==> src/design/ddd_pkg.sv <==
// ----------------------------------------------------------------------------
// ddd_pkg
// Types, constants and the control program of the date difference sequencer.
// ----------------------------------------------------------------------------
package ddd_pkg;

	localparam int unsigned DAY_W   = 5;
	localparam int unsigned MONTH_W = 4;
	localparam int unsigned YEAR_W  = 14;
	localparam int unsigned COUNT_W = 22;
	localparam int unsigned ORD_W   = 23;
	localparam int unsigned STEP_W  = 4;
	localparam int unsigned QUART_W = YEAR_W - 2;
	localparam int unsigned CENT_W  = 8;
	localparam int unsigned PROD_W  = 25;
	localparam int unsigned RECIP_SHIFT = 17;

	localparam logic [12:0]        RECIP_25   = 13'd5243;
	localparam logic [ORD_W-1:0]   COUNT_MAX  = ORD_W'(4194303);
	localparam logic [STEP_W-1:0]  PROG_LEN   = STEP_W'(12);

	localparam logic [2:0] REG_COUNT_END_DAY = 3'd0;

	typedef enum logic [1:0] {
		ST_IDLE = 2'b01,
		ST_RUN  = 2'b10
	} state_t;

	typedef enum logic [2:0] {
		OP_DIVY,
		OP_LEAP,
		OP_DIVP,
		OP_BASE,
		OP_CENT,
		OP_SAVE,
		OP_DONE
	} op_t;

	typedef struct packed {
		op_t                op;
		logic               sel_end;
		logic               jmp_bad;
		logic [STEP_W-1:0]  target;
	} ctrl_t;

	function automatic ctrl_t rom_word(input logic [STEP_W-1:0] step);
		ctrl_t w;
		w = '{op: OP_DONE, sel_end: 1'b0, jmp_bad: 1'b0, target: '0};
		case (step)
			4'd0:  w = '{op: OP_DIVY, sel_end: 1'b0, jmp_bad: 1'b0, target: 4'd0};
			4'd1:  w = '{op: OP_LEAP, sel_end: 1'b0, jmp_bad: 1'b1, target: 4'd11};
			4'd2:  w = '{op: OP_DIVP, sel_end: 1'b0, jmp_bad: 1'b0, target: 4'd0};
			4'd3:  w = '{op: OP_BASE, sel_end: 1'b0, jmp_bad: 1'b0, target: 4'd0};
			4'd4:  w = '{op: OP_CENT, sel_end: 1'b0, jmp_bad: 1'b0, target: 4'd0};
			4'd5:  w = '{op: OP_SAVE, sel_end: 1'b0, jmp_bad: 1'b0, target: 4'd0};
			4'd6:  w = '{op: OP_DIVY, sel_end: 1'b1, jmp_bad: 1'b0, target: 4'd0};
			4'd7:  w = '{op: OP_LEAP, sel_end: 1'b1, jmp_bad: 1'b1, target: 4'd11};
			4'd8:  w = '{op: OP_DIVP, sel_end: 1'b1, jmp_bad: 1'b0, target: 4'd0};
			4'd9:  w = '{op: OP_BASE, sel_end: 1'b1, jmp_bad: 1'b0, target: 4'd0};
			4'd10: w = '{op: OP_CENT, sel_end: 1'b1, jmp_bad: 1'b0, target: 4'd0};
			default: w = '{op: OP_DONE, sel_end: 1'b0, jmp_bad: 1'b0, target: 4'd0};
		endcase
		return w;
	endfunction

	function automatic logic [8:0] days_before(input logic [MONTH_W-1:0] m);
		logic [8:0] r;
		case (m)
			4'd1:    r = 9'd0;
			4'd2:    r = 9'd31;
			4'd3:    r = 9'd59;
			4'd4:    r = 9'd90;
			4'd5:    r = 9'd120;
			4'd6:    r = 9'd151;
			4'd7:    r = 9'd181;
			4'd8:    r = 9'd212;
			4'd9:    r = 9'd243;
			4'd10:   r = 9'd273;
			4'd11:   r = 9'd304;
			4'd12:   r = 9'd334;
			default: r = 9'd0;
		endcase
		return r;
	endfunction

	function automatic logic [DAY_W-1:0] month_len(input logic [MONTH_W-1:0] m,
			input logic leap);
		logic [DAY_W-1:0] r;
		case (m) inside
			4'd2:                        r = leap ? 5'd29 : 5'd28;
			4'd4, 4'd6, 4'd9, 4'd11:     r = 5'd30;
			default:                     r = 5'd31;
		endcase
		return r;
	endfunction

endpackage

==> src/design/date_difference_in_days.sv <==
// ----------------------------------------------------------------------------
// date_difference_in_days
// Gregorian day count between a start date and an end date.
// ----------------------------------------------------------------------------
// Each input beat carries two dates; its result beat is set by a 12-step
// control program that skips to its end once a date is found invalid and
// reuses one 12x13 bit reciprocal multiplier for the year divisions by
// 100 of both dates; a shift of that quotient gives the division by 400.
// A new beat is taken once the program ends, also while the previous
// result still waits. invalid_date flags a bad month or day in either
// date, with day_count forced to zero. day_count is zero when the start
// is not before the end, plus one when count_end_day is set, saturated
// at the 22-bit maximum.
module date_difference_in_days (
	input  logic        clk,
	input  logic        arst_n,

	input  logic        in_valid,
	output logic        in_stall,
	input  logic [4:0]  start_day,
	input  logic [3:0]  start_month,
	input  logic [13:0] start_year,
	input  logic [4:0]  end_day,
	input  logic [3:0]  end_month,
	input  logic [13:0] end_year,

	output logic        out_valid,
	input  logic        out_stall,
	output logic [21:0] day_count,
	output logic        invalid_date,

	input  logic        psel,
	input  logic        penable,
	input  logic        pwrite,
	input  logic [2:0]  paddr,
	input  logic [31:0] pwdata,
	output logic [31:0] prdata,
	output logic        pready
);

	ddd_pkg::state_t                  state_q;
	logic [ddd_pkg::STEP_W-1:0]       step_q;
	logic                             ced_q;
	logic                             out_valid_q;
	logic [ddd_pkg::COUNT_W-1:0]      count_q;
	logic                             bad_out_q;

	logic [ddd_pkg::DAY_W-1:0]        sd_q, ed_q;
	logic [ddd_pkg::MONTH_W-1:0]      sm_q, em_q;
	logic [ddd_pkg::YEAR_W-1:0]       sy_q, ey_q;

	logic [ddd_pkg::PROD_W-1:0]       mul_q;
	logic [ddd_pkg::ORD_W-1:0]        acc_q;
	logic [ddd_pkg::ORD_W-1:0]        ord_a_q;
	logic                             leap_q;
	logic                             bad_q;

	ddd_pkg::ctrl_t                   ctrl;
	logic                             in_acc;
	logic                             out_acc;
	logic                             cfg_wr;

	logic [ddd_pkg::DAY_W-1:0]        d_sel;
	logic [ddd_pkg::MONTH_W-1:0]      m_sel;
	logic [ddd_pkg::YEAR_W-1:0]       y_sel;
	logic [ddd_pkg::YEAR_W-1:0]       p_sel;
	logic [ddd_pkg::QUART_W-1:0]      mul_in;
	logic [ddd_pkg::CENT_W-1:0]       q;
	logic                             cent0;
	logic                             leap_now;
	logic                             date_ok;
	logic [ddd_pkg::ORD_W-1:0]        base;
	logic [ddd_pkg::ORD_W-1:0]        cent_add;
	logic [ddd_pkg::ORD_W-1:0]        diff;
	logic [ddd_pkg::ORD_W-1:0]        cnt_sat;
	logic [ddd_pkg::ORD_W-1:0]        cnt_inc;
	logic [ddd_pkg::ORD_W-1:0]        cnt_fin;
	logic                             done_go;

	assign ctrl    = ddd_pkg::rom_word(step_q);
	assign in_stall = (state_q == ddd_pkg::ST_RUN);
	assign in_acc  = in_valid && !in_stall;
	assign out_acc = out_valid_q && !out_stall;
	assign out_valid    = out_valid_q;
	assign day_count    = count_q;
	assign invalid_date = bad_out_q;

	assign pready = 1'b1;
	assign cfg_wr = psel && penable && pwrite && (paddr == ddd_pkg::REG_COUNT_END_DAY);
	assign prdata = (paddr == ddd_pkg::REG_COUNT_END_DAY) ? {31'd0, ced_q} : 32'd0;

	// operand selection
	assign d_sel  = ctrl.sel_end ? ed_q : sd_q;
	assign m_sel  = ctrl.sel_end ? em_q : sm_q;
	assign y_sel  = ctrl.sel_end ? ey_q : sy_q;
	assign p_sel  = y_sel - ddd_pkg::YEAR_W'(1);
	assign mul_in = (ctrl.op == ddd_pkg::OP_DIVP) ? p_sel[ddd_pkg::YEAR_W-1:2]
		: y_sel[ddd_pkg::YEAR_W-1:2];
	assign q      = mul_q[ddd_pkg::PROD_W-1:ddd_pkg::RECIP_SHIFT];

	// leap test from (y/4)/25
	assign cent0    = (y_sel[1:0] == 2'd0)
		&& (y_sel[ddd_pkg::YEAR_W-1:2] == (ddd_pkg::QUART_W'(q) * ddd_pkg::QUART_W'(25)));
	assign leap_now = (y_sel[1:0] == 2'd0) && (!cent0 || (q[1:0] == 2'd0));
	assign date_ok  = (m_sel >= 4'd1) && (m_sel <= 4'd12) && (d_sel != '0)
		&& (d_sel <= ddd_pkg::month_len(m_sel, leap_now));

	assign base = ddd_pkg::ORD_W'(y_sel) * ddd_pkg::ORD_W'(365)
		+ ddd_pkg::ORD_W'(ddd_pkg::days_before(m_sel))
		+ ddd_pkg::ORD_W'((m_sel > 4'd2) && leap_q)
		+ ddd_pkg::ORD_W'(d_sel) - ddd_pkg::ORD_W'(1);

	assign cent_add = (y_sel == '0) ? '0
		: ddd_pkg::ORD_W'(p_sel[ddd_pkg::YEAR_W-1:2]) - ddd_pkg::ORD_W'(q)
		+ ddd_pkg::ORD_W'(q[ddd_pkg::CENT_W-1:2]) + ddd_pkg::ORD_W'(1);

	assign diff    = (acc_q > ord_a_q) ? (acc_q - ord_a_q) : '0;
	assign cnt_sat = (diff > ddd_pkg::COUNT_MAX) ? ddd_pkg::COUNT_MAX : diff;
	assign cnt_inc = cnt_sat + ddd_pkg::ORD_W'(ced_q);
	assign cnt_fin = (cnt_inc > ddd_pkg::COUNT_MAX) ? ddd_pkg::COUNT_MAX : cnt_inc;

	assign done_go = (state_q == ddd_pkg::ST_RUN) && (ctrl.op == ddd_pkg::OP_DONE)
		&& (!out_valid_q || !out_stall);

	always_ff @(posedge clk or negedge arst_n) begin
		if (!arst_n) begin
			ced_q <= 1'b0;
		end else if (cfg_wr) begin
			ced_q <= pwdata[0];
		end
	end

	always_ff @(posedge clk or negedge arst_n) begin
		if (!arst_n) begin
			state_q     <= ddd_pkg::ST_IDLE;
			step_q      <= '0;
			out_valid_q <= 1'b0;
		end else begin
			if (out_acc && !done_go) begin
				out_valid_q <= 1'b0;
			end
			unique case (state_q)
				ddd_pkg::ST_IDLE: begin
					if (in_acc) begin
						state_q <= ddd_pkg::ST_RUN;
						step_q  <= '0;
					end
				end
				ddd_pkg::ST_RUN: begin
					if (ctrl.op == ddd_pkg::OP_DONE) begin
						if (done_go) begin
							state_q     <= ddd_pkg::ST_IDLE;
							out_valid_q <= 1'b1;
						end
					end else if (ctrl.jmp_bad && (bad_q || !date_ok)) begin
						step_q <= ctrl.target;
					end else begin
						step_q <= step_q + ddd_pkg::STEP_W'(1);
					end
				end
				default: begin
					state_q <= ddd_pkg::ST_IDLE;
				end
			endcase
		end
	end

	always_ff @(posedge clk) begin
		if (in_acc) begin
			sd_q  <= start_day;
			sm_q  <= start_month;
			sy_q  <= start_year;
			ed_q  <= end_day;
			em_q  <= end_month;
			ey_q  <= end_year;
			bad_q <= 1'b0;
		end else if (state_q == ddd_pkg::ST_RUN) begin
			case (ctrl.op) inside
				ddd_pkg::OP_DIVY, ddd_pkg::OP_DIVP: begin
					mul_q <= ddd_pkg::PROD_W'(mul_in) * ddd_pkg::PROD_W'(ddd_pkg::RECIP_25);
				end
				ddd_pkg::OP_LEAP: begin
					leap_q <= leap_now;
					bad_q  <= bad_q || !date_ok;
				end
				ddd_pkg::OP_BASE: begin
					acc_q <= base;
				end
				ddd_pkg::OP_CENT: begin
					acc_q <= acc_q + cent_add;
				end
				ddd_pkg::OP_SAVE: begin
					ord_a_q <= acc_q;
				end
				default: begin
				end
			endcase
		end
		if (done_go) begin
			count_q   <= bad_q ? '0 : cnt_fin[ddd_pkg::COUNT_W-1:0];
			bad_out_q <= bad_q;
		end
	end

	a_invalid_zero: assert property (@(posedge clk) disable iff (!arst_n)
		out_valid && invalid_date |-> day_count == '0)
		else $error("invalid result with nonzero count");

	a_accept_starts: assert property (@(posedge clk) disable iff (!arst_n)
		in_valid && !in_stall |=> state_q == ddd_pkg::ST_RUN && step_q == '0)
		else $error("program did not start at step zero");

	a_step_range: assert property (@(posedge clk) disable iff (!arst_n)
		state_q == ddd_pkg::ST_RUN |-> step_q < ddd_pkg::PROG_LEN)
		else $error("step counter beyond program");

	a_result_from_run: assert property (@(posedge clk) disable iff (!arst_n)
		$rose(out_valid) |-> $past(state_q == ddd_pkg::ST_RUN))
		else $error("result without a running program");

endmodule

==> config.mk <==
export PLATFORM = sky130hd
export DESIGN_NAME = date_difference_in_days
export DESIGN_NICKNAME = d
export VERILOG_FILES = /design/src/design/ddd_pkg.sv /design/src/design/date_difference_in_days.sv
export SDC_FILE = /design/constraint.sdc
export NUM_CORES = 1
export LEC_CHECK = 0
export BUFFER_PORTS_ARGS = -buffer_cell sky130_fd_sc_hd__buf_2
export CAP_MARGIN = 25
export CORE_UTILIZATION = 57
export DETAILED_ROUTE_END_ITERATION = 10
export GPL_TIMING_DRIVEN = 0
export MAX_ROUTING_LAYER = met4
export PLACE_DENSITY = 0.8
export SYNTH_ARGS = -nofsm -noshare
export SYNTH_HDL_FRONTEND = slang
export SYNTH_SLANG_ARGS = --single-unit
==> constraint.sdc <==
create_clock -name clk -period 8.5 [get_ports clk]
set_input_delay 1.7 -clock clk [delete_from_list [all_inputs] [get_ports clk]]
set_output_delay 1.7 -clock clk [all_outputs]
set_load 0.005 [all_outputs]
==> qor.txt <==
nets@finish: 2464
clk_skew: 18.61 ps
Reg clk slew, reported paths: 60 ps
Post-synth EDFFs: 124
Post-Syn Instances: 1795
CP top delay family: adder cells
Hold Crit Class: flip-flop to flip-flop
status: finished with violations
Layout area overhead: 15.34%
DRT iter0 DRCs: 987
final setup TNS: -45.02 ps
Seq/Total Area, Yosys: 0.2311
CTS Buffer Depth: 2
TritonCTS buffer count: 17
final period utilization: 1.005
Critical Path Start Type: flip-flop
gr usage total: 0.2737
Hold Fails Final Rpt: 0
die height: 175.1 um
total of max-cap violations: 0
Synth Flop Type: edfxtp_1
final setup margin: -45.02 ps
core area: 0.02909 sq mm
post-synth top area cell: edfxtp_1
GRT overflow: 0
GPL Wtd Cong: 0.9358
DRC viols: 0
design area: 0.01969 sq mm
fin crit period: 8545 ps
via-per-instance ratio: 5.724
fraction of layout cells with a size suffix above 1: 0.1635
die width: 175.1 um
routed len/inst: 18.16 um
mean area per synthesized cell: 9.511 sq um
Starting Density: 0.5869
endpoint class of the critical path: flip-flop
CP required: 8690 ps
synthesized area: 0.01707 sq mm
FP Rows: 62
worst slew pin tran: 1002 ps
WS Path Type: flip-flop to flip-flop
first-pass GRT wire length: 64090 um
hold_buf cts: 0
critical path fanouts, max: 5
CP max-delay cell: fa_2
Die Area: 0.03065 sq mm
clock sink count: 133
commonest cells in the netlist: 292 x inv_1, 273 x ha_1, 124 x edfxtp_1
# setup viols final: 1
slew margin rel.: 0.3267
synth warn: 0
top-area cell type share of the netlist area: 0.2181
FFs w/ async S/R, synth: 0.06015
aggregate routed wire length: 43300 um
boundary pin count: 146
DP Area: 0.01819 sq mm
Clock Latency Late Sink: 450 ps
Peak Freq: 0.1170 GHz
Clock Root Buffer: clkbuf_16
Pre-antenna DRT Iters: 5
crit path buf inv count: 8
DP HPWL: 31550 um
via count: 13650
CTS tree: done
FF+latch count, synth: 133
synth unique cells: 98
Final ANT Viol Nets: 0
Port Buffers: 82
diode count: 0
Slew Limit Fails: 0
vias in the first global route: 13230
number of antenna violations at the first check in global routing: 0
WP data arrival: 8730 ps
CTS H-Tree Depth: 4
crit-path max cell delay: 590 ps
largest net degree at the start of global routing: 47
most frequent cell after synthesis: inv_1
violated checks: negative setup slack
synth top area cells: edfxtp_1 22%, ha_1 20%, fa_1 14%
## through the flow
step / hold slack, ps / worst slack [ps] / instances / utilization
2_1_floorplan: 428.8 / 69.06 / 1825 / -
3_3_place_gp: 473.6 / -893.7 / 2291 / 0.6218
3_5_place_dp: 481.4 / -1072 / 2297 / 0.6253
4_1_cts: 495.0 / 0.8162 / 2355 / 0.6605
5_1_grt: 518.3 / -251.6 / 2384 / 0.6769
6_report: 495.2 / -45.02 / 2384 / 0.6769
## placed cells by master (no fill, tap or decap), types with 11 or more instances in the layout
cell	Yosys	final
a21o_1	33	33
inv_1	292	280
clkbuf_16	0	17
nor2b_1	18	18
nor3_1	36	35
nand4_1	15	15
nand3_1	25	22
and3_1	14	11
o21ai_0	73	69
edfxtp_1	124	124
xnor2_1	87	80
nor2_1	101	99
ha_1	273	263
or2_2	15	15
nor4_1	12	12
conb_1	2	32
xor2_1	37	37
nand2b_1	19	19
a31oi_1	14	13
o211ai_1	15	15
nand2_1	94	92
a21oi_1	94	93
fa_1	116	115
clkbuf_1	24	26
mux2i_1	22	17
o21a_1	28	28
buf_4	32	80
buf_2	4	86
## metal layers
metal | global-route usage | up-vias | share of wire
met5 | - | - | 0
met3 | 0.03547 | 144 | 0.060
li1 | - | 6512 | -
met1 | 0.3310 | 6445 | 0.41
met2 | 0.4691 | 544 | 0.49
met4 | 0.09493 | 0 | 0.046
## area by class of cell
cell class | count | area [sq um]
Fill cell | 2166 | 9399
Tap cell | 384 | 480.5
Inverter | 296 | 1150
Clock buffer | 19 | 432.9
Timing Repair Buffer | 143 | 944.7
Buffer | 64 | 411.6
Clock inverter | 13 | 156.4
Multi-Input combinational cell | 1332 | 12170
Sequential cell | 133 | 3946
## flip-flops by register name (all words and copies together) (netlist names), 4 cells and up
register,count
step_q,4
ed_q,5
sy_q,14
mul_q,8
em_q,4
ord_a_q,23
acc_q,23
ey_q,14
sm_q,4
day_count,22
sd_q,5
## worst paths after layout
kind / slack, ps / end / startpoint / cells after the start
max in group asynchronous: 7170 / state_q[0] / arst_n / 1
min in group asynchronous: 1100 / step_q[2] / arst_n / 1
worst min-delay path: 500 / ord_a_q[15] / acc_q[15] / 0
worst min register to register: 500 / ord_a_q[15] / acc_q[15] / 0
worst max-delay path: -50 / mul_q[24] / step_q[1] / 37
worst max register to register: -50 / mul_q[24] / step_q[1] / 37
## cell families after synthesis
family | count (synthesis) | share of synthesized area
simple gates | 400 | 0.1198
other cells | 2 | 0.0004399
buf+inv | 360 | 0.08838
xor+xnor | 124 | 0.06361
flops | 133 | 0.2311
fa+ha+maj | 389 | 0.3361
mux | 39 | 0.02580
compound gates | 348 | 0.1348
## timing repair
action,4_1_cts,5_1_grt
pin swaps,11,39
buffers inserted,25,30
cloned,1,0
hold endpoints to repair,0,0
gates resized for setup,46,55
endpoints found under the setup margin,7,8
Power is left out: the tool's default activity adds up to more than one toggle a clock period on the data nets, which glitch-free logic cannot reach.
